`src/design/sil_pkg.sv`:
```
// shared types, codes and constants for the sector index lookup and chunker
`default_nettype none
package sil_pkg;

	localparam int DEF_INDEX_BYTES  = 512;
	localparam int DEF_RECORD_BYTES = 7;
	localparam int DEF_MAX_CHUNK    = 64;

	localparam int OFFSET_W  = 9;
	localparam int ADDR_IN_W = 9;
	localparam int BYTE_W    = 8;
	localparam int WORD_W    = 16;
	localparam int CHUNK_W   = 7;
	localparam int REC_FIELD_BYTES = 6;

	localparam logic [BYTE_W-1:0] MAGIC_0 = 8'h44;
	localparam logic [BYTE_W-1:0] MAGIC_1 = 8'h4B;

	localparam logic [1:0] ACT_WRITE  = 2'd0;
	localparam logic [1:0] ACT_LOOKUP = 2'd1;
	localparam logic [1:0] ACT_CHUNK  = 2'd2;
	localparam logic [1:0] ACT_NONE   = 2'd3;

	localparam logic [1:0] ST_OK        = 2'd0;
	localparam logic [1:0] ST_BAD_MAGIC = 2'd1;
	localparam logic [1:0] ST_NOT_FOUND = 2'd2;
	localparam logic [1:0] ST_NO_XFER   = 2'd3;

	typedef struct packed {
		logic [1:0]           action;
		logic [ADDR_IN_W-1:0] byte_addr;
		logic [BYTE_W-1:0]    byte_value;
		logic [BYTE_W-1:0]    blob_id;
	} in_item_t;

	typedef struct packed {
		logic [1:0]         status;
		logic [WORD_W-1:0]  start_sector;
		logic [WORD_W-1:0]  sector_count;
		logic [WORD_W-1:0]  byte_length;
		logic [WORD_W-1:0]  chunk_sector;
		logic [CHUNK_W-1:0] chunk_size;
		logic               last_chunk;
	} out_item_t;

	// address width that holds offsets, record ends and store addresses
	function automatic int sil_ext_w(input int bytes);
		int aw;
		aw = $clog2(bytes);
		return ((aw > ADDR_IN_W) ? aw : ADDR_IN_W) + 1;
	endfunction

endpackage
`default_nettype wire

```
`src/design/sil_core.sv`:
```
// request sequencer: store clearing, lookup scan, chunk state and result register
`default_nettype none
module sil_core
	import sil_pkg::*;
#(
	parameter int INDEX_BYTES  = DEF_INDEX_BYTES,
	parameter int RECORD_BYTES = DEF_RECORD_BYTES,
	parameter int MAX_CHUNK    = DEF_MAX_CHUNK
) (
	input  wire logic                                clk,
	input  wire logic                                arst_n,
	input  wire logic                                cfg_wr_en,
	input  wire logic [OFFSET_W-1:0]                 cfg_wr_data,
	input  wire logic                                in_valid,
	output logic                                     in_ready,
	input  wire in_item_t                            in_data,
	output logic                                     out_valid,
	input  wire logic                                out_ready,
	output out_item_t                                out_data,
	output logic                                     ram_we,
	output logic      [sil_ext_w(INDEX_BYTES)-1:0]   ram_waddr,
	output logic      [BYTE_W-1:0]                   ram_wdata,
	output logic                                     ram_re,
	output logic      [sil_ext_w(INDEX_BYTES)-1:0]   ram_raddr,
	input  wire logic [BYTE_W-1:0]                   ram_rdata
);

	localparam int AW = $clog2(INDEX_BYTES);
	localparam int EW = sil_ext_w(INDEX_BYTES);
	localparam int FW = REC_FIELD_BYTES * BYTE_W;
	localparam logic [EW-1:0] IB_E = EW'(INDEX_BYTES);
	localparam logic [EW-1:0] RB_E = EW'(RECORD_BYTES);
	localparam logic [WORD_W-1:0] MAXC = WORD_W'(MAX_CHUNK);

	localparam logic [2:0] S_CLEAR = 3'd0;
	localparam logic [2:0] S_IDLE  = 3'd1;
	localparam logic [2:0] S_M0    = 3'd2;
	localparam logic [2:0] S_M1    = 3'd3;
	localparam logic [2:0] S_CNT   = 3'd4;
	localparam logic [2:0] S_SCAN  = 3'd5;
	localparam logic [2:0] S_REC   = 3'd6;
	localparam logic [2:0] S_FIN   = 3'd7;

	logic [2:0]          state_q;
	logic [AW-1:0]       clr_q;
	logic [OFFSET_W-1:0] offset_q;
	logic [WORD_W-1:0]   next_sector_q;
	logic [WORD_W-1:0]   rem_q;
	logic [BYTE_W-1:0]   id_q;
	logic                m0_ok_q;
	logic [BYTE_W-1:0]   cnt_q;
	logic [BYTE_W-1:0]   iss_i_q;
	logic [EW-1:0]       iss_p_q;
	logic [EW-1:0]       cmp_p_q;
	logic [EW-1:0]       ptr_q;
	logic [2:0]          k_q;
	logic [FW-1:0]       fld_q;
	out_item_t           res_q;
	out_item_t           out_q;
	logic                out_valid_q;

	logic [EW-1:0]       off_e;
	logic [EW-1:0]       first_e;
	logic                hit;
	logic                scan_more;
	logic [FW-1:0]       fld_next;
	logic [WORD_W-1:0]   chunk;
	logic                res_take;
	out_item_t           res_fail;
	out_item_t           res_hit;
	out_item_t           res_chunk;

	assign in_ready  = (state_q == S_IDLE);
	assign out_valid = out_valid_q;
	assign out_data  = out_q;

	assign off_e     = EW'(offset_q);
	assign first_e   = off_e + EW'(3);
	assign hit       = (ram_rdata == id_q);
	assign scan_more = (iss_i_q < cnt_q) && ((iss_p_q + RB_E) <= IB_E);
	assign fld_next  = {ram_rdata, fld_q[FW-1:BYTE_W]};
	assign chunk     = (rem_q > MAXC) ? MAXC : rem_q;
	assign res_take  = (state_q == S_FIN) && (!out_valid_q || out_ready);

	always_comb begin
		ram_we    = 1'b0;
		ram_waddr = EW'(clr_q);
		ram_wdata = '0;
		ram_re    = 1'b0;
		ram_raddr = off_e;
		res_fail  = '0;
		res_fail.status = (state_q == S_M1) ? ST_BAD_MAGIC : ST_NOT_FOUND;
		res_hit   = '0;
		res_hit.status       = ST_OK;
		res_hit.start_sector = fld_next[WORD_W-1:0];
		res_hit.sector_count = fld_next[2*WORD_W-1:WORD_W];
		res_hit.byte_length  = fld_next[3*WORD_W-1:2*WORD_W];
		res_chunk = '0;
		if (rem_q == '0) begin
			res_chunk.status = ST_NO_XFER;
		end else begin
			res_chunk.chunk_sector = next_sector_q;
			res_chunk.chunk_size   = chunk[CHUNK_W-1:0];
			res_chunk.last_chunk   = (chunk == rem_q);
		end
		case (state_q)
			S_CLEAR: begin
				ram_we = 1'b1;
			end
			S_IDLE: begin
				if (in_valid && (in_data.action == ACT_WRITE)) begin
					ram_we    = 1'b1;
					ram_waddr = EW'(in_data.byte_addr);
					ram_wdata = in_data.byte_value;
				end
				ram_re = in_valid && (in_data.action == ACT_LOOKUP);
			end
			S_M0: begin
				ram_re    = 1'b1;
				ram_raddr = off_e + EW'(1);
			end
			S_M1: begin
				ram_re    = 1'b1;
				ram_raddr = off_e + EW'(2);
			end
			S_CNT: begin
				ram_re    = 1'b1;
				ram_raddr = first_e;
			end
			S_SCAN: begin
				ram_re    = 1'b1;
				ram_raddr = hit ? (cmp_p_q + EW'(1)) : iss_p_q;
			end
			S_REC: begin
				ram_re    = 1'b1;
				ram_raddr = ptr_q;
			end
			default: begin
				ram_re = 1'b0;
			end
		endcase
	end

	always_ff @(posedge clk or negedge arst_n) begin
		if (!arst_n) begin
			state_q       <= S_CLEAR;
			clr_q         <= '0;
			offset_q      <= '0;
			next_sector_q <= '0;
			rem_q         <= '0;
			id_q          <= '0;
			m0_ok_q       <= 1'b0;
			cnt_q         <= '0;
			iss_i_q       <= '0;
			iss_p_q       <= '0;
			cmp_p_q       <= '0;
			ptr_q         <= '0;
			k_q           <= '0;
			fld_q         <= '0;
			res_q         <= '0;
			out_q         <= '0;
			out_valid_q   <= 1'b0;
		end else begin
			if (cfg_wr_en) begin
				offset_q <= cfg_wr_data;
			end
			if (res_take) begin
				out_q       <= res_q;
				out_valid_q <= 1'b1;
			end else if (out_ready) begin
				out_valid_q <= 1'b0;
			end
			case (state_q)
				S_CLEAR: begin
					clr_q <= clr_q + AW'(1);
					if (clr_q == AW'(INDEX_BYTES - 1)) begin
						state_q <= S_IDLE;
					end
				end
				S_IDLE: begin
					if (in_valid) begin
						id_q <= in_data.blob_id;
						case (in_data.action)
							ACT_LOOKUP: begin
								res_q   <= '0;
								rem_q   <= '0;
								state_q <= S_M0;
							end
							ACT_CHUNK: begin
								res_q <= res_chunk;
								if (rem_q != '0) begin
									next_sector_q <= next_sector_q + chunk;
									rem_q         <= rem_q - chunk;
								end
								state_q <= S_FIN;
							end
							default: begin
								res_q   <= '0;
								state_q <= S_FIN;
							end
						endcase
					end
				end
				S_M0: begin
					m0_ok_q <= (ram_rdata == MAGIC_0);
					state_q <= S_M1;
				end
				S_M1: begin
					if (!m0_ok_q || (ram_rdata != MAGIC_1)) begin
						res_q   <= res_fail;
						state_q <= S_FIN;
					end else begin
						state_q <= S_CNT;
					end
				end
				S_CNT: begin
					cnt_q <= ram_rdata;
					if ((ram_rdata != '0) && ((first_e + RB_E) <= IB_E)) begin
						cmp_p_q <= first_e;
						iss_p_q <= first_e + RB_E;
						iss_i_q <= BYTE_W'(1);
						state_q <= S_SCAN;
					end else begin
						res_q   <= res_fail;
						state_q <= S_FIN;
					end
				end
				S_SCAN: begin
					if (hit) begin
						ptr_q   <= cmp_p_q + EW'(2);
						k_q     <= '0;
						state_q <= S_REC;
					end else if (scan_more) begin
						cmp_p_q <= iss_p_q;
						iss_p_q <= iss_p_q + RB_E;
						iss_i_q <= iss_i_q + BYTE_W'(1);
					end else begin
						res_q   <= res_fail;
						state_q <= S_FIN;
					end
				end
				S_REC: begin
					fld_q <= fld_next;
					ptr_q <= ptr_q + EW'(1);
					k_q   <= k_q + 3'd1;
					if (k_q == 3'(REC_FIELD_BYTES - 1)) begin
						res_q         <= res_hit;
						next_sector_q <= fld_next[WORD_W-1:0];
						rem_q         <= fld_next[2*WORD_W-1:WORD_W];
						state_q       <= S_FIN;
					end
				end
				S_FIN: begin
					if (res_take) begin
						state_q <= S_IDLE;
					end
				end
				default: begin
					state_q <= S_IDLE;
				end
			endcase
		end
	end

	// a failed request carries no lookup answer
	assert property (@(posedge clk) disable iff (!arst_n)
		(out_valid_q && (out_q.status != ST_OK)) |->
		((out_q.start_sector == '0) && (out_q.sector_count == '0) &&
		(out_q.byte_length == '0) && (out_q.chunk_size == '0)))
		else $error("failed request with nonzero payload");

	// store writes never overlap a lookup
	assert property (@(posedge clk) disable iff (!arst_n)
		ram_we |-> ((state_q == S_CLEAR) || (state_q == S_IDLE)))
		else $error("store write during lookup");

	// scan stays inside the count and the store
	assert property (@(posedge clk) disable iff (!arst_n)
		(state_q == S_SCAN) |-> ((iss_i_q <= cnt_q) && (iss_p_q <= IB_E)))
		else $error("scan past clamp");

	// a finished result waits while the output register is full
	assert property (@(posedge clk) disable iff (!arst_n)
		((state_q == S_FIN) && out_valid_q && !out_ready) |=> (state_q == S_FIN))
		else $error("result overwrote pending output");

	// chunk commands never carry a lookup answer
	assert property (@(posedge clk) disable iff (!arst_n)
		(out_valid_q && (out_q.chunk_size != '0)) |->
		((out_q.status == ST_OK) && (out_q.start_sector == '0)))
		else $error("chunk result mixed with lookup fields");

endmodule
`default_nettype wire

```
`config.mk`:
```
export PLATFORM = sky130hd
export DESIGN_NAME = sil_core
export DESIGN_NICKNAME = d
export VERILOG_FILES = /design/src/design/sil_pkg.sv /design/src/design/sil_core.sv
export SDC_FILE = /design/constraint.sdc
export NUM_CORES = 1
export LEC_CHECK = 0
export BUFFER_PORTS_ARGS = -buffer_cell sky130_fd_sc_hd__buf_2
export CAP_MARGIN = 20
export CELL_PAD_IN_SITES_DETAIL_PLACEMENT = 0
export CELL_PAD_IN_SITES_GLOBAL_PLACEMENT = 1
export CORE_MARGIN = 2
export CORE_UTILIZATION = 48
export CTS_BUF_LIST = sky130_fd_sc_hd__clkbuf_4
export DETAILED_ROUTE_END_ITERATION = 12
export GPL_ROUTABILITY_DRIVEN = 0
export PLACE_DENSITY = 0.85
export SLEW_MARGIN = 20
export SYNTH_ARGS = -nofsm -noshare
export SYNTH_HDL_FRONTEND = slang
export SYNTH_SLANG_ARGS = --single-unit
```
`constraint.sdc`:
```
create_clock -name clk -period 4.2 [get_ports clk]
set_clock_uncertainty 0.1 [all_clocks]
set_input_delay 0.63 -clock clk [delete_from_list [all_inputs] [get_ports clk]]
set_output_delay 0.63 -clock clk [all_outputs]
set_load 0.01 [all_outputs]
```
==> results.toml <==
[routing]
vias_per_cell = 5.54
remaining_drc_errors = 0
wl_um = 37800
avgRoutedWirePerCell_um = 17.4
drt_iter0_drc = 747
ant_nets = 0
first_pass_iters = 5
vias = 12000

[final_layout]
drive_above_1_share_pct = 26.9
fin_util_pct = 56.5
areaGrowthSynthToFinish_pct = 16.0
final_cells = 2175
fin_nets = 1805

[critical_path]
critPathLaunch = "offset_q[1]"
crit_chain = "inv_1 > ha_1 > and2_1 > o221a_2 > nand3_1 > a21oi_1 > a211o_1 > o21ai_0 > a21oi_1 > a21oi_1 > buf_2"
cp-endpoint = "ram_raddr[5]"
cp_slowest_cell = "dfrtp_2"
r2r_start = "rem_q[1]"
path_buf_inv = 2
ff2ff_setup_slack_ns = 0.30
r2r-end = "next_sector_q[13]"
critical_path.top_delay_family = "compound AO/OA/AOI/OAI gates"
cp.depth = 11
cp_max_fo = 8
r2r_cells = 14
endpoint_kind = "primary output"
critPathMaxStageDelay_ns = 0.45
critical_path_class = "flip-flop to primary output"
cp-start-kind = "flip-flop"
worst_path_most_repeated_cell = "a21oi_1"
crit_arrival_ns = 3.18
required_ns = 3.47

[placed_design]
place_ws_ns = 0.323
dp_hpwl_um = 26800
port_buffers = 153
place.detailed.instances = 2022

[pwr]
powerDensity_mw_per_mm2 = 687
clkPwrFrac_pct = 21.1
intPower_uw = 7360
swShare_pct = 39.9
total_power_uw = 12200
seqPwrFrac_pct = 34.5
comb_power_share_pct = 44.4
switchingPower_uw = 4890
total_leakage_power_uw = 0.00900
vdd_drop_max_mv = 0.441

[clock_network]
clk_latency_ns = 0.72
cts_max_level = 3
cts.sinks = 300
cts_root_buf = "clkbuf_4"
cts_buffers = 81
clkTransAtPathRegs_ns = 0.06
clockBufferDepth = 3
post_cts_buffers = 0
tritoncts = "done"

[logic_synthesis]
ys_seq_elements = 300
synth_cells = 1504
yosysUniqueCellTypes = 70
synthFlopType = "dfrtp_1"
synth_edf_count = 0
syn-cell-area_mm2 = 0.0154
synth_most_common_cell = "dfrtp_1"
synth.avg_cell_area_um2 = 10.2
muxShareOfSynthArea_pct = 13.5
synth_top_family_by_area = "simple AND/OR/NAND/NOR gates"
ys_warn_count = 0
synthSimpleGateAreaFrac_pct = 13.8
seq_area_frac_synth_pct = 48.8
yosysTopAreaCell = "dfrtp_1"
async_flop_share_pct = 100
synth_xor_area_share_pct = 3.87
synth_common_cells = "dfrtp_1 (300), nand2_1 (192), mux2_2 (143)"
synth_compound_area_share_pct = 12.8
synth_top_area_share_pct = 48.8
synthAdderAreaFrac_pct = 3.30
synth.area.top_cells = "dfrtp_1 (49%), mux2_2 (10%), nand2_1 (4.7%), ha_1 (3.2%), o21ai_0 (3.0%)"

[timing]
setup_tns_ns = 0
slew_headroom_pct = 39.0
setup_viol = 0
fin_ws_ns = 0.292
hold_viol = 0
tightest_slew_ns = 0.916
fmax_mhz = 256
finalCritPeriodShare_pct = 93.0
drv_slew = 0
rsz0062_at_grt = "false"
fin_crit_ns = 3.91

[global_route]
first_global_vias = 12000
grtUsageTotal_pct = 23.1
grt_util_met3_pct = 4.45
grt_max_degree = 116
grt_pass1_wl_um = 62100
use_met2_pct = 37.4
top_usage_layer = "met2"
antenna_found_initial = 1
grt_overflow = 0
met1_usage_pct = 31.2

[die]
initial_utilization_pct = 48.7
core_area_mm2 = 0.0316
die_h_um = 183
die_w_um = 183
rows = 65
ios = 155
dieArea_mm2 = 0.0335

[run_status]
outcome = "complete, no violations"

[flow_run]
drv_cap = 0

[min_path]
hold_start = "cfg_wr_data[1]"
min_path_type = "primary input to flip-flop"
power by group through the flow:
stage	sequential (uW)	clock [uW]	combinational [uW]
after CTS	4210	2680	5440
final	4230	2590	5430
after global placement	4230	0	5330
after detailed placement	4260	0	5410
after global routing	4330	2840	6020
after floorplan	4050	0	4100
how the worst min path moves through the flow:
stage             endpoint  cells after the start
6_report       offset_q[1]                      3
4_1_cts        offset_q[1]                      3
3_3_place_gp     fld_q[44]                      1
3_5_place_dp     fld_q[28]                      2
5_1_grt        offset_q[5]                      2
2_1_floorplan     clr_q[0]                      0
area by class of cell:
type,count,area [um2]
Antenna cell,1,2.50
Clock buffer,118,886
Clock inverter,21,138
Fill cell,2839,13700
Inverter,62,233
Multi-Input combinational cell,1066,7320
Sequential cell,300,7510
Tap cell,402,503
Timing Repair Buffer,205,1250
through the flow:
step / cell area (um2) / hold WS, ns
after CTS: 17800 / 0.000200
after floorplan: 15400 / 0.234
after global routing: 17800 / 0.0180
after global placement: 16700 / 0.350
after detailed placement: 16700 / 0.355
final: 17800 / 0.0624
worst min-delay path, stage by stage:
cell and delay [ns]:
buf_2 0.08, nand2_1 0.06, o21ai_0 0.06
layout by cell type (no fill, tap or decap), types with 5 or more instances in the layout:
cell             n
xor2_1          33
nand4_1         12
o31ai_1          5
buf_2          152
nor2_1          77
nand2b_1        14
nand2_1        192
a211oi_1        10
a311oi_1         5
o21a_1           9
a21oi_1         80
xnor2_1         35
o2bb2a_1         5
dlygate4sd3_1   13
o221ai_1         6
o21ai_0         93
buf_4           35
a22o_1           9
conb_1          10
inv_1           62
o22ai_1          6
o211ai_1         6
a21o_1          27
clkbuf_4       118
or3_1            9
nor3_1          26
dfrtp_1        299
and2_1          48
mux2i_1         43
a31oi_1          8
and3_1          13
nand3_1         29
mux2_2         143
ha_1            39
clkinv_1        15
flip-flops by register name, indices dropped and copies added, names as in the netlist:
register and count:
k_q 3, iss_p_q 10, out_data 74, rem_q 16
next_sector_q 16, offset_q 9, iss_i_q 8, cnt_q 8
id_q 8, res_q 74, m0_ok_q 1, out_valid 1
cmp_p_q 10, fld_q 40, clr_q 9, ptr_q 10
state_q 3
metal layers:
metal	vias up	part of all wire [%]
met5	-	0
met1	5838	44
met3	87	6.1
met2	404	47
li1	5712	-
met4	0	2.7
cell families after synthesis:
kind of cell | Yosys count
XOR/XNOR | 68
AO/OA/AOI/OAI | 308
AND/OR/NAND/NOR | 451
adder cells (fa/ha/maj) | 40
buffers and inverters | 146
multiplexers | 189
flip-flops | 300
other | 2
what timing repair did:
item                                    CTS  global route
endpoints found under the setup margin    0            13
resized for setup                         0             4
hold endpoints to repair                123             0
hold buffers                             13             0
Power figures use the tool's default switching activity.
